--- config.mk ---
export PLATFORM = sky130hd
export DESIGN_NAME = texture_slot_batch_binner_top_flat
export DESIGN_NICKNAME = d
export VERILOG_FILES = /design/src/tsb_pkg.sv /design/src/tsb_cmd_if.sv /design/src/tsb_res_if.sv /design/src/tsb_dp.sv /design/src/tsb_ctrl.sv /design/src/texture_slot_batch_binner_top.sv /design/src/flat_wrapper.sv
export VERILOG_INCLUDE_DIRS = /design/src /design/src/src
export SDC_FILE = /design/constraint.sdc
export NUM_CORES = 1
export LEC_CHECK = 0
export ABC_AREA = 1
export BUFFER_PORTS_ARGS = -buffer_cell sky130_fd_sc_hd__buf_2
export CAP_MARGIN = 25
export CORE_ASPECT_RATIO = 1.4
export CORE_MARGIN = 4
export CORE_UTILIZATION = 45
export CTS_BUF_LIST = sky130_fd_sc_hd__clkbuf_8
export CTS_CLUSTER_SIZE = 14
export DETAILED_ROUTE_END_ITERATION = 8
export GPL_ROUTABILITY_DRIVEN = 0
export HOLD_SLACK_MARGIN = 0.08
export PLACE_DENSITY = 0.73
export RECOVER_POWER = 50
export SYNTH_ARGS = -nofsm -noshare
export SYNTH_HDL_FRONTEND = slang
export SYNTH_SLANG_ARGS = --single-unit
--- constraint.sdc ---
create_clock -name clk -period 7.15 [get_ports clk]
set_clock_uncertainty 0.2 [all_clocks]
set_input_delay 0.715 -clock clk [delete_from_list [all_inputs] [get_ports clk]]
set_output_delay 0.715 -clock clk [all_outputs]
set_load 0.03 [all_outputs]
--- src/assert_macros.svh ---
// Assertion macros shared by the texture slot binner modules.
// Each macro expects signals named clk and arst_n in the including module.
`ifndef ASSERT_MACROS_SVH
`define ASSERT_MACROS_SVH

// Same-cycle implication, checked out of reset.
`define TSB_ASSERT_IMP(label, ante, cons) \
	label: assert property (@(posedge clk) disable iff (!arst_n) (ante) |-> (cons)) \
		else $error("texture slot binner: check failed");

// Next-cycle implication, checked out of reset.
`define TSB_ASSERT_NXT(label, ante, cons) \
	label: assert property (@(posedge clk) disable iff (!arst_n) (ante) |=> (cons)) \
		else $error("texture slot binner: check failed");

`endif

--- src/tsb_pkg.sv ---
// Package for the texture slot binner: field widths, codes, controller states
// and the command/status structs between controller and datapath. No dependencies.
package tsb_pkg;

	localparam int TexW     = 32;
	localparam int VtxW     = 64;
	localparam int FillW    = 18;
	localparam int IdxCntW  = 19;
	localparam int SlotW    = 5;
	localparam int FuncW    = 3;
	localparam int KindW    = 2;
	localparam int ModeW    = 2;
	localparam int PrimW    = 16;
	localparam int CfgIdxW  = 2;
	localparam int CfgDataW = 32;

	// Input function codes.
	typedef enum logic [FuncW-1:0] {
		FN_VERTEX    = 3'd0,
		FN_BIND      = 3'd1,
		FN_WHITE     = 3'd2,
		FN_BATCH     = 3'd3,
		FN_FLUSH_ALL = 3'd4
	} func_t;

	// Result kinds.
	typedef enum logic [KindW-1:0] {
		KIND_PLACE = 2'd0,
		KIND_FLUSH = 2'd1,
		KIND_BIND  = 2'd2,
		KIND_BATCH = 2'd3
	} kind_t;

	// Draw modes.
	typedef enum logic [ModeW-1:0] {
		MODE_POINTS    = 2'd0,
		MODE_LINES     = 2'd1,
		MODE_TRIANGLES = 2'd2,
		MODE_QUADS     = 2'd3
	} mode_t;

	// Configuration register indexes.
	localparam logic [CfgIdxW-1:0] CFG_DRAW_MODE = 2'd0;
	localparam logic [CfgIdxW-1:0] CFG_BUF_PRIM  = 2'd1;
	localparam logic [CfgIdxW-1:0] CFG_WHITE_ID  = 2'd2;

	localparam logic [PrimW-1:0] BUF_PRIM_RST = 16'd1024;
	localparam logic [TexW-1:0]  WHITE_ID_RST = 32'd0;

	typedef struct packed {
		mode_t             draw_mode;
		logic [PrimW-1:0]  buf_prim;
		logic [TexW-1:0]   white_id;
	} cfg_t;

	// Controller states.
	typedef enum logic [3:0] {
		ST_IDLE,
		ST_VTX,
		ST_VTX_PLACE,
		ST_BIND_SCAN,
		ST_BIND_HIT,
		ST_BIND_EVICT,
		ST_BIND_NEW,
		ST_WHITE,
		ST_BATCH,
		ST_FLUSH_ALL
	} state_t;

	// Which result the datapath builds when it loads the output register.
	typedef enum logic [2:0] {
		RES_FLUSH,
		RES_PLACE,
		RES_HIT,
		RES_NEW,
		RES_WHITE,
		RES_BATCH
	} res_sel_t;

	// Slot table read address source.
	typedef enum logic [1:0] {
		ADDR_ACTIVE,
		ADDR_SCAN,
		ADDR_BEST
	} addr_sel_t;

	typedef struct packed {
		logic      load_item;
		logic      scan_clr;
		logic      scan_inc;
		logic      track;
		logic      emit;
		res_sel_t  res_sel;
		addr_sel_t addr_sel;
		logic      last;
		logic      clr_fill;
		logic      inc_fill;
		logic      evict;
		logic      bind_new;
		logic      act_scan;
		logic      act_zero;
		logic      new_batch;
	} dp_cmd_t;

	typedef struct packed {
		logic can_emit;
		logic need_flush;
		logic hit_now;
		logic free_any;
		logic valid_now;
		logic more_valid;
		logic scan_end;
	} dp_stat_t;

endpackage

--- src/tsb_cmd_if.sv ---
// Input channel of the texture slot binner: valid/ready plus one command item.
// Depends on tsb_pkg for field widths.
interface tsb_cmd_if import tsb_pkg::*; ();
	logic                valid;
	logic                ready;
	logic [FuncW-1:0]    func;
	logic [TexW-1:0]     tex_id;
	logic [VtxW-1:0]     vertex_word;

	modport source(output valid, func, tex_id, vertex_word, input ready);
	modport sink(input valid, func, tex_id, vertex_word, output ready);
endinterface

--- src/tsb_res_if.sv ---
// Output channel of the texture slot binner: valid/ready plus one result item.
// Depends on tsb_pkg for field widths.
interface tsb_res_if import tsb_pkg::*; ();
	logic                valid;
	logic                ready;
	logic [KindW-1:0]    kind;
	logic [SlotW-1:0]    slot;
	logic [TexW-1:0]     slot_texture_id;
	logic [FillW-1:0]    position;
	logic [IdxCntW-1:0]  elem_count;
	logic                draw_ok;
	logic                hit;
	logic [VtxW-1:0]     vertex_out;
	logic                last;

	modport source(output valid, kind, slot, slot_texture_id, position, elem_count,
		draw_ok, hit, vertex_out, last, input ready);
	modport sink(input valid, kind, slot, slot_texture_id, position, elem_count,
		draw_ok, hit, vertex_out, last, output ready);
endinterface

--- src/tsb_dp.sv ---
// Datapath of the texture slot binner: slot table, scan tracking and output register.
// Depends on tsb_pkg, tsb_res_if and assert_macros.svh.
`include "assert_macros.svh"

module tsb_dp import tsb_pkg::*; #(
	parameter int SLOTS = 8
) (
	input  logic             clk,
	input  logic             arst_n,
	input  cfg_t             cfg,
	input  dp_cmd_t          c,
	output dp_stat_t         st,
	input  logic [TexW-1:0]  tex_id,
	input  logic [VtxW-1:0]  vertex_word,
	tsb_res_if.source        res
);

	localparam int IW   = $clog2(SLOTS);
	localparam int CapW = FillW + 1;
	localparam logic [SLOTS-1:0] VALID_RST = SLOTS'(1);

	// True when v is a multiple of three: base-4 digit sums keep the residue.
	function automatic logic mult3(input logic [FillW-1:0] v);
		logic [4:0] s;
		logic [2:0] r;
		s = '0;
		for (int k = 0; k < FillW / 2; k++) s = s + 5'(v[2*k +: 2]);
		r = 3'(s[1:0]) + 3'(s[3:2]) + 3'(s[4]);
		return (r == 3'd0) || (r == 3'd3) || (r == 3'd6);
	endfunction

	logic [SLOTS-1:0]  valid_q;
	logic [TexW-1:0]   tex_q [SLOTS];
	logic [FillW-1:0]  fill_q [SLOTS];
	logic [IW-1:0]     active_q;
	logic [IW-1:0]     scan_q;
	logic              free_found_q;
	logic [IW-1:0]     free_q;
	logic [IW-1:0]     best_q;
	logic [FillW-1:0]  maxc_q;
	logic [TexW-1:0]   tid_q;
	logic [VtxW-1:0]   vtx_q;

	logic               res_valid_q;
	logic [KindW-1:0]   res_kind_q;
	logic [SlotW-1:0]   res_slot_q;
	logic [TexW-1:0]    res_tex_q;
	logic [FillW-1:0]   res_pos_q;
	logic [IdxCntW-1:0] res_idx_q;
	logic               res_ok_q;
	logic               res_hit_q;
	logic [VtxW-1:0]    res_vtx_q;
	logic               res_last_q;

	logic [IW-1:0]      rd_idx;
	logic [FillW-1:0]   rd_fill;
	logic [TexW-1:0]    rd_tex;
	logic [IW-1:0]      target;
	logic [2:0]         align;
	logic [CapW-1:0]    cap;
	logic [CapW-1:0]    fill_sum;
	logic [IdxCntW-1:0] flush_idx;
	logic               flush_ok;
	logic               free_now;
	logic               more_valid;
	logic               emit_go;

	logic [KindW-1:0]   nx_kind;
	logic [SlotW-1:0]   nx_slot;
	logic [TexW-1:0]    nx_tex;
	logic [FillW-1:0]   nx_pos;
	logic [IdxCntW-1:0] nx_idx;
	logic               nx_ok;
	logic               nx_hit;
	logic [VtxW-1:0]    nx_vtx;

	// Single read port into the slot table.
	always_comb begin
		unique case (c.addr_sel)
			ADDR_SCAN: rd_idx = scan_q;
			ADDR_BEST: rd_idx = best_q;
			default:   rd_idx = active_q;
		endcase
	end

	assign rd_fill = fill_q[rd_idx];
	assign rd_tex  = (rd_idx == '0) ? cfg.white_id : tex_q[rd_idx];
	assign target  = free_found_q ? free_q : best_q;

	// Buffer capacity check for the next vertex.
	assign align    = {1'b0, cfg.draw_mode} + 3'd1;
	assign cap      = CapW'(cfg.buf_prim) * CapW'(align);
	assign fill_sum = CapW'(rd_fill) + CapW'(align);

	// Draw figures of a flushed slot.
	always_comb begin
		if (cfg.draw_mode == MODE_QUADS)
			flush_idx = IdxCntW'({rd_fill[FillW-1:2], 2'b00})
				+ IdxCntW'({rd_fill[FillW-1:2], 1'b0});
		else
			flush_idx = IdxCntW'(rd_fill);
		case (cfg.draw_mode)
			MODE_LINES:     flush_ok = ~rd_fill[0];
			MODE_TRIANGLES: flush_ok = mult3(rd_fill);
			MODE_QUADS:     flush_ok = (rd_fill[1:0] == 2'b00);
			default:        flush_ok = 1'b1;
		endcase
	end

	// Scan status.
	assign free_now = !valid_q[scan_q] && (scan_q != '0);
	always_comb begin
		more_valid = 1'b0;
		for (int i = 0; i < SLOTS; i++)
			if (valid_q[i] && (IW'(i) > scan_q)) more_valid = 1'b1;
	end

	assign emit_go = c.emit;

	assign st.can_emit   = !res_valid_q || res.ready;
	assign st.need_flush = (fill_sum >= cap);
	assign st.hit_now    = valid_q[scan_q] && (rd_tex == tid_q);
	assign st.free_any   = free_found_q || free_now;
	assign st.valid_now  = valid_q[scan_q];
	assign st.more_valid = more_valid;
	assign st.scan_end   = (scan_q == IW'(SLOTS - 1));

	// Result builder.
	always_comb begin
		nx_kind = KIND_FLUSH;
		nx_slot = SlotW'(rd_idx);
		nx_tex  = rd_tex;
		nx_pos  = '0;
		nx_idx  = '0;
		nx_ok   = 1'b0;
		nx_hit  = 1'b0;
		nx_vtx  = '0;
		case (c.res_sel)
			RES_FLUSH: begin
				nx_pos = rd_fill;
				nx_idx = flush_idx;
				nx_ok  = flush_ok;
			end
			RES_PLACE: begin
				nx_kind = KIND_PLACE;
				nx_pos  = rd_fill;
				nx_vtx  = vtx_q;
			end
			RES_HIT: begin
				nx_kind = KIND_BIND;
				nx_hit  = 1'b1;
			end
			RES_NEW: begin
				nx_kind = KIND_BIND;
				nx_slot = SlotW'(target);
				nx_tex  = tid_q;
			end
			RES_WHITE: begin
				nx_kind = KIND_BIND;
				nx_slot = '0;
				nx_tex  = cfg.white_id;
				nx_hit  = 1'b1;
			end
			RES_BATCH: begin
				nx_kind = KIND_BATCH;
				nx_slot = '0;
				nx_tex  = cfg.white_id;
			end
			default: nx_kind = KIND_FLUSH;
		endcase
	end

	// Slot table control state.
	always_ff @(posedge clk or negedge arst_n) begin
		if (!arst_n) begin
			valid_q  <= VALID_RST;
			fill_q   <= '{default: '0};
			active_q <= '0;
		end else if (emit_go && c.new_batch) begin
			valid_q  <= VALID_RST;
			fill_q   <= '{default: '0};
			active_q <= '0;
		end else if (emit_go) begin
			if (c.clr_fill) fill_q[rd_idx] <= '0;
			if (c.inc_fill) fill_q[rd_idx] <= rd_fill + FillW'(1);
			if (c.evict) valid_q[best_q] <= 1'b0;
			if (c.bind_new) begin
				valid_q[target] <= 1'b1;
				active_q        <= target;
			end
			if (c.act_scan) active_q <= scan_q;
			if (c.act_zero) active_q <= '0;
		end
	end

	// Texture ids of the slots; undefined until bound.
	always_ff @(posedge clk) begin
		if (emit_go && c.bind_new) tex_q[target] <= tid_q;
	end

	// Scan counter and free-slot tracking.
	always_ff @(posedge clk or negedge arst_n) begin
		if (!arst_n) begin
			scan_q       <= '0;
			free_found_q <= 1'b0;
		end else if (c.scan_clr) begin
			scan_q       <= '0;
			free_found_q <= 1'b0;
		end else begin
			if (c.scan_inc) scan_q <= scan_q + IW'(1);
			if (c.track && free_now && !free_found_q) free_found_q <= 1'b1;
		end
	end

	// Eviction candidate and item payload.
	always_ff @(posedge clk) begin
		if (c.load_item) begin
			tid_q <= tex_id;
			vtx_q <= vertex_word;
		end
		if (c.scan_clr) begin
			best_q <= IW'(1);
			maxc_q <= '0;
		end else if (c.track) begin
			if (free_now && !free_found_q) free_q <= scan_q;
			if ((scan_q != '0) && (rd_fill > maxc_q)) begin
				best_q <= scan_q;
				maxc_q <= rd_fill;
			end
		end
	end

	// Output register.
	always_ff @(posedge clk or negedge arst_n) begin
		if (!arst_n) res_valid_q <= 1'b0;
		else if (emit_go) res_valid_q <= 1'b1;
		else if (res.ready) res_valid_q <= 1'b0;
	end

	always_ff @(posedge clk) begin
		if (emit_go) begin
			res_kind_q <= nx_kind;
			res_slot_q <= nx_slot;
			res_tex_q  <= nx_tex;
			res_pos_q  <= nx_pos;
			res_idx_q  <= nx_idx;
			res_ok_q   <= nx_ok;
			res_hit_q  <= nx_hit;
			res_vtx_q  <= nx_vtx;
			res_last_q <= c.last;
		end
	end

	assign res.valid           = res_valid_q;
	assign res.kind            = res_kind_q;
	assign res.slot            = res_slot_q;
	assign res.slot_texture_id = res_tex_q;
	assign res.position        = res_pos_q;
	assign res.elem_count      = res_idx_q;
	assign res.draw_ok         = res_ok_q;
	assign res.hit             = res_hit_q;
	assign res.vertex_out      = res_vtx_q;
	assign res.last            = res_last_q;

	// Slot 0 holds the white texture at all times.
	`TSB_ASSERT_IMP(a_slot0_valid, 1'b1, valid_q[0])
	// A newly bound slot was free beforehand.
	`TSB_ASSERT_IMP(a_bind_free, emit_go && c.bind_new, !valid_q[target])

endmodule

--- src/tsb_ctrl.sv ---
// Controller of the texture slot binner: sequences each command over the datapath.
// Depends on tsb_pkg and assert_macros.svh.
`include "assert_macros.svh"

module tsb_ctrl import tsb_pkg::*; (
	input  logic              clk,
	input  logic              arst_n,
	input  logic              cmd_valid,
	input  logic [FuncW-1:0]  func,
	output logic              cmd_ready,
	input  dp_stat_t          st,
	output dp_cmd_t           c
);

	state_t state_q;
	state_t state_nx;

	always_ff @(posedge clk or negedge arst_n) begin
		if (!arst_n) state_q <= ST_IDLE;
		else state_q <= state_nx;
	end

	// Next state.
	always_comb begin
		state_nx = state_q;
		unique case (state_q)
			ST_IDLE: begin
				if (cmd_valid) begin
					case (func_t'(func))
						FN_VERTEX:    state_nx = ST_VTX;
						FN_BIND:      state_nx = ST_BIND_SCAN;
						FN_WHITE:     state_nx = ST_WHITE;
						FN_BATCH:     state_nx = ST_BATCH;
						FN_FLUSH_ALL: state_nx = ST_FLUSH_ALL;
						default:      state_nx = ST_IDLE;
					endcase
				end
			end
			ST_VTX: begin
				if (st.can_emit) state_nx = st.need_flush ? ST_VTX_PLACE : ST_IDLE;
			end
			ST_VTX_PLACE: begin
				if (st.can_emit) state_nx = ST_IDLE;
			end
			ST_BIND_SCAN: begin
				if (st.hit_now) state_nx = ST_BIND_HIT;
				else if (st.scan_end) state_nx = st.free_any ? ST_BIND_NEW : ST_BIND_EVICT;
			end
			ST_BIND_HIT: begin
				if (st.can_emit) state_nx = ST_IDLE;
			end
			ST_BIND_EVICT: begin
				if (st.can_emit) state_nx = ST_BIND_NEW;
			end
			ST_BIND_NEW, ST_WHITE, ST_BATCH: begin
				if (st.can_emit) state_nx = ST_IDLE;
			end
			ST_FLUSH_ALL: begin
				if (st.valid_now) begin
					if (st.can_emit && !st.more_valid) state_nx = ST_IDLE;
				end else if (st.scan_end) begin
					state_nx = ST_IDLE;
				end
			end
			default: state_nx = ST_IDLE;
		endcase
	end

	// Outputs.
	always_comb begin
		cmd_ready = 1'b0;
		c         = '0;
		c.res_sel  = RES_PLACE;
		c.addr_sel = ADDR_ACTIVE;
		unique case (state_q)
			ST_IDLE: begin
				cmd_ready = 1'b1;
				if (cmd_valid) begin
					c.load_item = 1'b1;
					c.scan_clr  = 1'b1;
				end
			end
			ST_VTX: begin
				if (st.can_emit) begin
					c.emit = 1'b1;
					if (st.need_flush) begin
						c.res_sel  = RES_FLUSH;
						c.clr_fill = 1'b1;
					end else begin
						c.inc_fill = 1'b1;
						c.last     = 1'b1;
					end
				end
			end
			ST_VTX_PLACE: begin
				c.emit     = st.can_emit;
				c.inc_fill = 1'b1;
				c.last     = 1'b1;
			end
			ST_BIND_SCAN: begin
				c.addr_sel = ADDR_SCAN;
				if (!st.hit_now) begin
					c.track    = 1'b1;
					c.scan_inc = !st.scan_end;
				end
			end
			ST_BIND_HIT: begin
				c.addr_sel = ADDR_SCAN;
				c.res_sel  = RES_HIT;
				c.emit     = st.can_emit;
				c.act_scan = 1'b1;
				c.last     = 1'b1;
			end
			ST_BIND_EVICT: begin
				c.addr_sel = ADDR_BEST;
				c.res_sel  = RES_FLUSH;
				c.emit     = st.can_emit;
				c.clr_fill = 1'b1;
				c.evict    = 1'b1;
			end
			ST_BIND_NEW: begin
				c.res_sel  = RES_NEW;
				c.emit     = st.can_emit;
				c.bind_new = 1'b1;
				c.last     = 1'b1;
			end
			ST_WHITE: begin
				c.res_sel  = RES_WHITE;
				c.emit     = st.can_emit;
				c.act_zero = 1'b1;
				c.last     = 1'b1;
			end
			ST_BATCH: begin
				c.res_sel   = RES_BATCH;
				c.emit      = st.can_emit;
				c.new_batch = 1'b1;
				c.last      = 1'b1;
			end
			ST_FLUSH_ALL: begin
				c.addr_sel = ADDR_SCAN;
				c.res_sel  = RES_FLUSH;
				if (st.valid_now) begin
					if (st.can_emit) begin
						c.emit     = 1'b1;
						c.clr_fill = 1'b1;
						c.last     = !st.more_valid;
						c.scan_inc = st.more_valid;
					end
				end else begin
					c.scan_inc = !st.scan_end;
				end
			end
			default: cmd_ready = 1'b0;
		endcase
	end

	// A result is loaded only when the output register can take it.
	`TSB_ASSERT_IMP(a_emit_room, c.emit, st.can_emit)
	// The slot scan never runs past the last slot.
	`TSB_ASSERT_IMP(a_scan_bound, c.scan_inc, !st.scan_end)

endmodule

--- src/texture_slot_batch_binner_top.sv ---
// Usage notes:
// The block bins vertices into SLOTS texture slots. Commands arrive on the cmd
// channel (valid/ready, transfer when both are high); results leave on the res
// channel in the same handshake, one transfer per result, last set on the final
// result of a command. Configuration is a plain write port (cfg_we, cfg_index,
// cfg_wdata); the user must write it only while the block is idle, which the
// block itself does not enforce. A command is taken in the idle state, after
// which the controller works it through the datapath; the next command is taken
// once every result of this one has been loaded into the output register.
// Vertex placement emits a place result, preceded by a flush result when the
// slot must be flushed first. A bind scans the table one slot per cycle over the
// single read port, with a flush result first if it must evict. Flush-all walks
// the slots at one per cycle while the receiver does not stall.
// Reset makes slot 0 the only valid slot (it holds white_texture_id), clears all
// fill counts, selects slot 0 and loads the register defaults. When the receiver
// stalls, a result waits in the output register and the controller holds.

// Top level of the texture slot binner; holds the configuration registers.
// Depends on tsb_pkg, tsb_cmd_if, tsb_res_if, tsb_ctrl and tsb_dp.
module texture_slot_batch_binner_top import tsb_pkg::*; #(
	parameter int SLOTS = 8
) (
	input  logic                 clk,
	input  logic                 arst_n,
	input  logic                 cfg_we,
	input  logic [CfgIdxW-1:0]   cfg_index,
	input  logic [CfgDataW-1:0]  cfg_wdata,
	tsb_cmd_if.sink              cmd,
	tsb_res_if.source            res
);

	cfg_t     cfg_q;
	dp_cmd_t  dcmd;
	dp_stat_t dstat;
	logic     cmd_ready;

	// Configuration registers.
	always_ff @(posedge clk or negedge arst_n) begin
		if (!arst_n) begin
			cfg_q.draw_mode <= MODE_TRIANGLES;
			cfg_q.buf_prim  <= BUF_PRIM_RST;
			cfg_q.white_id  <= WHITE_ID_RST;
		end else if (cfg_we) begin
			unique case (cfg_index)
				CFG_DRAW_MODE: cfg_q.draw_mode <= mode_t'(cfg_wdata[ModeW-1:0]);
				CFG_BUF_PRIM:  cfg_q.buf_prim  <= cfg_wdata[PrimW-1:0];
				CFG_WHITE_ID:  cfg_q.white_id  <= cfg_wdata[TexW-1:0];
				default:       cfg_q.white_id  <= cfg_q.white_id;
			endcase
		end
	end

	assign cmd.ready = cmd_ready;

	tsb_ctrl u_ctrl (
		.clk       (clk),
		.arst_n    (arst_n),
		.cmd_valid (cmd.valid),
		.func      (cmd.func),
		.cmd_ready (cmd_ready),
		.st        (dstat),
		.c         (dcmd)
	);

	tsb_dp #(
		.SLOTS (SLOTS)
	) u_dp (
		.clk         (clk),
		.arst_n      (arst_n),
		.cfg         (cfg_q),
		.c           (dcmd),
		.st          (dstat),
		.tex_id      (cmd.tex_id),
		.vertex_word (cmd.vertex_word),
		.res         (res)
	);

endmodule
--- src/flat_wrapper.sv ---
// flat-port wrapper written by rule: the top's interface ports become plain ports
module texture_slot_batch_binner_top_flat import tsb_pkg::*;
#(
	parameter int SLOTS = 8
)
  (clk, arst_n, cfg_we, cfg_index, cfg_wdata, cmd_valid, cmd_func, cmd_tex_id, cmd_vertex_word, cmd_ready, res_valid, res_kind, res_slot, res_slot_texture_id, res_position, res_elem_count, res_draw_ok, res_hit, res_vertex_out, res_last, res_ready);
  tsb_cmd_if cmd_i ();
  tsb_res_if res_i ();
  input  logic clk;
  input  logic arst_n;
  input  logic cfg_we;
  input  logic [CfgIdxW-1:0] cfg_index;
  input  logic [CfgDataW-1:0] cfg_wdata;
  input wire logic [$bits(cmd_i.valid)-1:0] cmd_valid;
  input wire logic [$bits(cmd_i.func)-1:0] cmd_func;
  input wire logic [$bits(cmd_i.tex_id)-1:0] cmd_tex_id;
  input wire logic [$bits(cmd_i.vertex_word)-1:0] cmd_vertex_word;
  output wire logic [$bits(cmd_i.ready)-1:0] cmd_ready;
  output wire logic [$bits(res_i.valid)-1:0] res_valid;
  output wire logic [$bits(res_i.kind)-1:0] res_kind;
  output wire logic [$bits(res_i.slot)-1:0] res_slot;
  output wire logic [$bits(res_i.slot_texture_id)-1:0] res_slot_texture_id;
  output wire logic [$bits(res_i.position)-1:0] res_position;
  output wire logic [$bits(res_i.elem_count)-1:0] res_elem_count;
  output wire logic [$bits(res_i.draw_ok)-1:0] res_draw_ok;
  output wire logic [$bits(res_i.hit)-1:0] res_hit;
  output wire logic [$bits(res_i.vertex_out)-1:0] res_vertex_out;
  output wire logic [$bits(res_i.last)-1:0] res_last;
  input wire logic [$bits(res_i.ready)-1:0] res_ready;
  assign cmd_i.valid = cmd_valid;
  assign cmd_i.func = cmd_func;
  assign cmd_i.tex_id = cmd_tex_id;
  assign cmd_i.vertex_word = cmd_vertex_word;
  assign cmd_ready = cmd_i.ready;
  assign res_valid = res_i.valid;
  assign res_kind = res_i.kind;
  assign res_slot = res_i.slot;
  assign res_slot_texture_id = res_i.slot_texture_id;
  assign res_position = res_i.position;
  assign res_elem_count = res_i.elem_count;
  assign res_draw_ok = res_i.draw_ok;
  assign res_hit = res_i.hit;
  assign res_vertex_out = res_i.vertex_out;
  assign res_last = res_i.last;
  assign res_i.ready = res_ready;
  texture_slot_batch_binner_top #(.SLOTS(SLOTS)) u_core (.clk(clk), .arst_n(arst_n), .cfg_we(cfg_we), .cfg_index(cfg_index), .cfg_wdata(cfg_wdata), .cmd(cmd_i), .res(res_i));
endmodule
==> metrics.yaml <==
outcome: "finished, violations left"
violations: "max-capacitance violations, max-slew violations, negative setup slack"
setup_violations: 1
final_hold_viol_count: 0
syn2layout_area_growth_pct: 21.8
dp_hpwl_um: 77200
yosys.area_share.xor_xnor_pct: 1.42
synth_top_area_share_pct: 40.5
vias: 31142
core_um2: 79200
fp-row-count: 122
synth.area.mux_share_pct: 0
final_common_cell: "nand2_1"
async_flop_share_pct: 29.7
worstPathRequired_ps: 7460
synth-seq-cells: 721
place_ws_ps: -266
worst_pin_slew_ps: 3340
period_needed_ps: 7310
dr.pass1.iters: 8
rsz0062_at_grt: "true"
drc: 0
yosysTopAreaCell: "edfxtp_1"
hold_ws_ps: 125
drt-wirelength-per-cell_um: 20.3
htreeDepth: 3
yosysWarnings: 0
r2r_slack_ps: -160
max_stage_delay_ps: 560
start_util_pct: 45.5
worst-path-buf-inv: 11
timing.final.crit_share_pct: 102
drive_gt1_share_pct: 14.1
cts_tree: "yes"
die-area_um2: 84700
synth-simple-area-share_pct: 21.2
grt_util_all_layers_pct: 26.5
cpMostUsedCell: "inv_2"
crit_type: "register to register"
ys_seq_area_share_pct: 56.6
reg2reg_to: "u_core.u_dp.res.draw_ok$_SDFFCE_PP0P_"
drt_iter0_markers: 3426
crit_path_end_kind: "register"
tns_ps: -163
ys.flop_type: "edfxtp_1"
clock_latency_ps: 760
reg2reg_from: "u_core.u_ctrl.state_q[0]$_DFFE_PN0P_"
synth_adder_area_share_pct: 4.94
critical_path.endpoint: "u_core.u_dp.res.draw_ok$_SDFFCE_PP0P_"
cp_top_family: "adder cells"
placed_cell_area_um2: 39900
cp.arrival_ps: 7620
synth_compound_gate_area_share_pct: 9.01
clkSinkCount: 721
numCtsBuffers: 109
port_buffers: 280
routed_wl_um: 116000
postSynthCellCount: 3988
ctsRootBufferMaster: "clkbuf_8"
critical_path.startpoint_type: "register"
first_global_vias: 30400
synth_top_family_by_area: "simple AND/OR/NAND/NOR gates"
hold_class: "input pin to register"
final_cell_mix: "nand2_1 (1,264), edfxtp_1 (486), inv_1 (460)"
crit_start: "u_core.u_ctrl.state_q[0]$_DFFE_PN0P_"
slew_headroom_pct: -123
report.final.slew_viol_count: 300
grt_pass1_wl_um: 173000
fillers: 6826
ys_types: 56
grt-ovfl-total: 0
fin_nets: 4831
clk_path_buf_depth: 3
slowest_stage: "fa_1"
vias_per_cell: 5.45
fmax_mhz: 137
layout_setup_ws_ps: -163
cp_num_cells: 37
avgSynthCellArea_um2: 9.03
die_height_um: 343
ioPinCount: 283
grt_max_degree: 166
reg2reg_depth: 37
stdcell_area_um2: 43900
synth-edff-count: 486
synthTopCellsByArea: "edfxtp_1 (41%), dfrtp_1 (15%), nand2_1 (13%)"
path_clk_slew_ps: 70
critPathMaxFanout: 8
ant_nets: 0
max_cap_violations: 4
dieWidth_um: 247
antenna_found_initial: 3
netlist_area_um2: 36000
[Yosys cell counts, types with 3 or more instances]
master,n
nand3_2,4
fa_1,32
o21bai_1,3
o22ai_1,83
edfxtp_1,486
xnor2_1,21
buf_4,20
xor2_1,30
nand3_1,227
nand2_2,8
inv_1,441
nor2_2,9
a221oi_1,10
o21ai_1,17
a22oi_1,29
nand3b_1,10
dfstp_2,3
xor2_2,3
buf_2,48
o211ai_1,4
nor2_1,284
a31oi_1,7
a21oi_1,171
or2_2,8
inv_2,9
nand2_1,1280
nand2_4,3
buf_1,13
clkbuf_1,89
dfxtp_1,21
ha_1,91
dfrtp_1,211
nor3_1,14
o21ai_0,236
o221ai_1,9
nand4_1,27
[repair_timing]
item	in CTS	in global routing
pin swaps	7	45
hold buffers	126	0
cloned	0	1
resized for setup	13	126
setup buffers	5	26
endpoints found under the setup margin	126	229
endpoints found under the hold margin	186	0
[stage by stage]
stage	utilization, %	cells
after detailed placement	50.4	5354
after floorplan	-	3989
after global routing	55.4	5717
final	55.4	5717
after global placement	50.4	5352
after CTS	54.8	5687
[registers in the layout, summed over array words and instances, names as in the netlist, 3 cells and up]
name	flops
u_core.cfg_q	50
u_core.u_ctrl.state_q	4
u_core.u_dp.active_q	3
u_core.u_dp.best_q	3
u_core.u_dp.fill_q	144
u_core.u_dp.free_q	3
u_core.u_dp.maxc_q	18
u_core.u_dp.res.elem_count	19
u_core.u_dp.res.position	18
u_core.u_dp.res.slot	3
u_core.u_dp.res.slot_texture_id	32
u_core.u_dp.res.vertex_out	64
u_core.u_dp.scan_q	3
u_core.u_dp.tex_q	246
u_core.u_dp.tid_q	32
u_core.u_dp.valid_q	8
u_core.u_dp.vtx_q	64
[logic make-up after synthesis]
logic type / Yosys count
simple gates: 1882
flops: 721
buf+inv: 622
compound gates: 584
fa+ha+maj: 123
xor+xnor: 55
other cells: 1
[metal layers]
metal	vias to the layer above	global-route usage (%)	wire length, um
met5	-	0	0
met1	14603	31.6	41700
li1	14302	-	-
met4	0	18.0	9220
met2	1764	43.5	54800
met3	473	5.21	10600
[area by class of cell]
type                       instances  area [um2]  area share [%]
tap                             1054        1320            3.01
antenna                            2        5.00          0.0114
clock inverter                    87         559            1.28
timing repair buffer             641        4570            10.4
multi-input combinational       2646       13700            31.3
clock buffer                     115        1580            3.61
sequential                       721       20400            46.5
inverter                         451        1720            3.92
[tightest hold or removal path: cells and delay by family]
kind	cells	cell delay [ps]
buf+inv	2	210
compound gates	1	110
[how the worst min path moves through the flow]
| stage | startpoint | end | depth (start not counted) |
|---|---|---|---|
| finish | cfg_wdata[10] | u_core.cfg_q[42]$_DFFE_PN1P_ | 3 |
| global route | cfg_wdata[0] | u_core.cfg_q[32]$_DFFE_PN0P_ | 3 |
| CTS | cfg_wdata[10] | u_core.cfg_q[42]$_DFFE_PN1P_ | 3 |
| detailed placement | u_core.u_dp.fill_q[139]$_DFFE_PN0P_ | u_core.u_dp.fill_q[139]$_DFFE_PN0P_ | 2 |
| global placement | u_core.u_dp.fill_q[139]$_DFFE_PN0P_ | u_core.u_dp.fill_q[139]$_DFFE_PN0P_ | 2 |
| floorplan | arst_n | u_core.cfg_q[0]$_DFFE_PN0P_ | 0 |
Power is left out: the tool's default activity adds up to more than one toggle a clock period on the data nets, which glitch-free logic cannot reach.
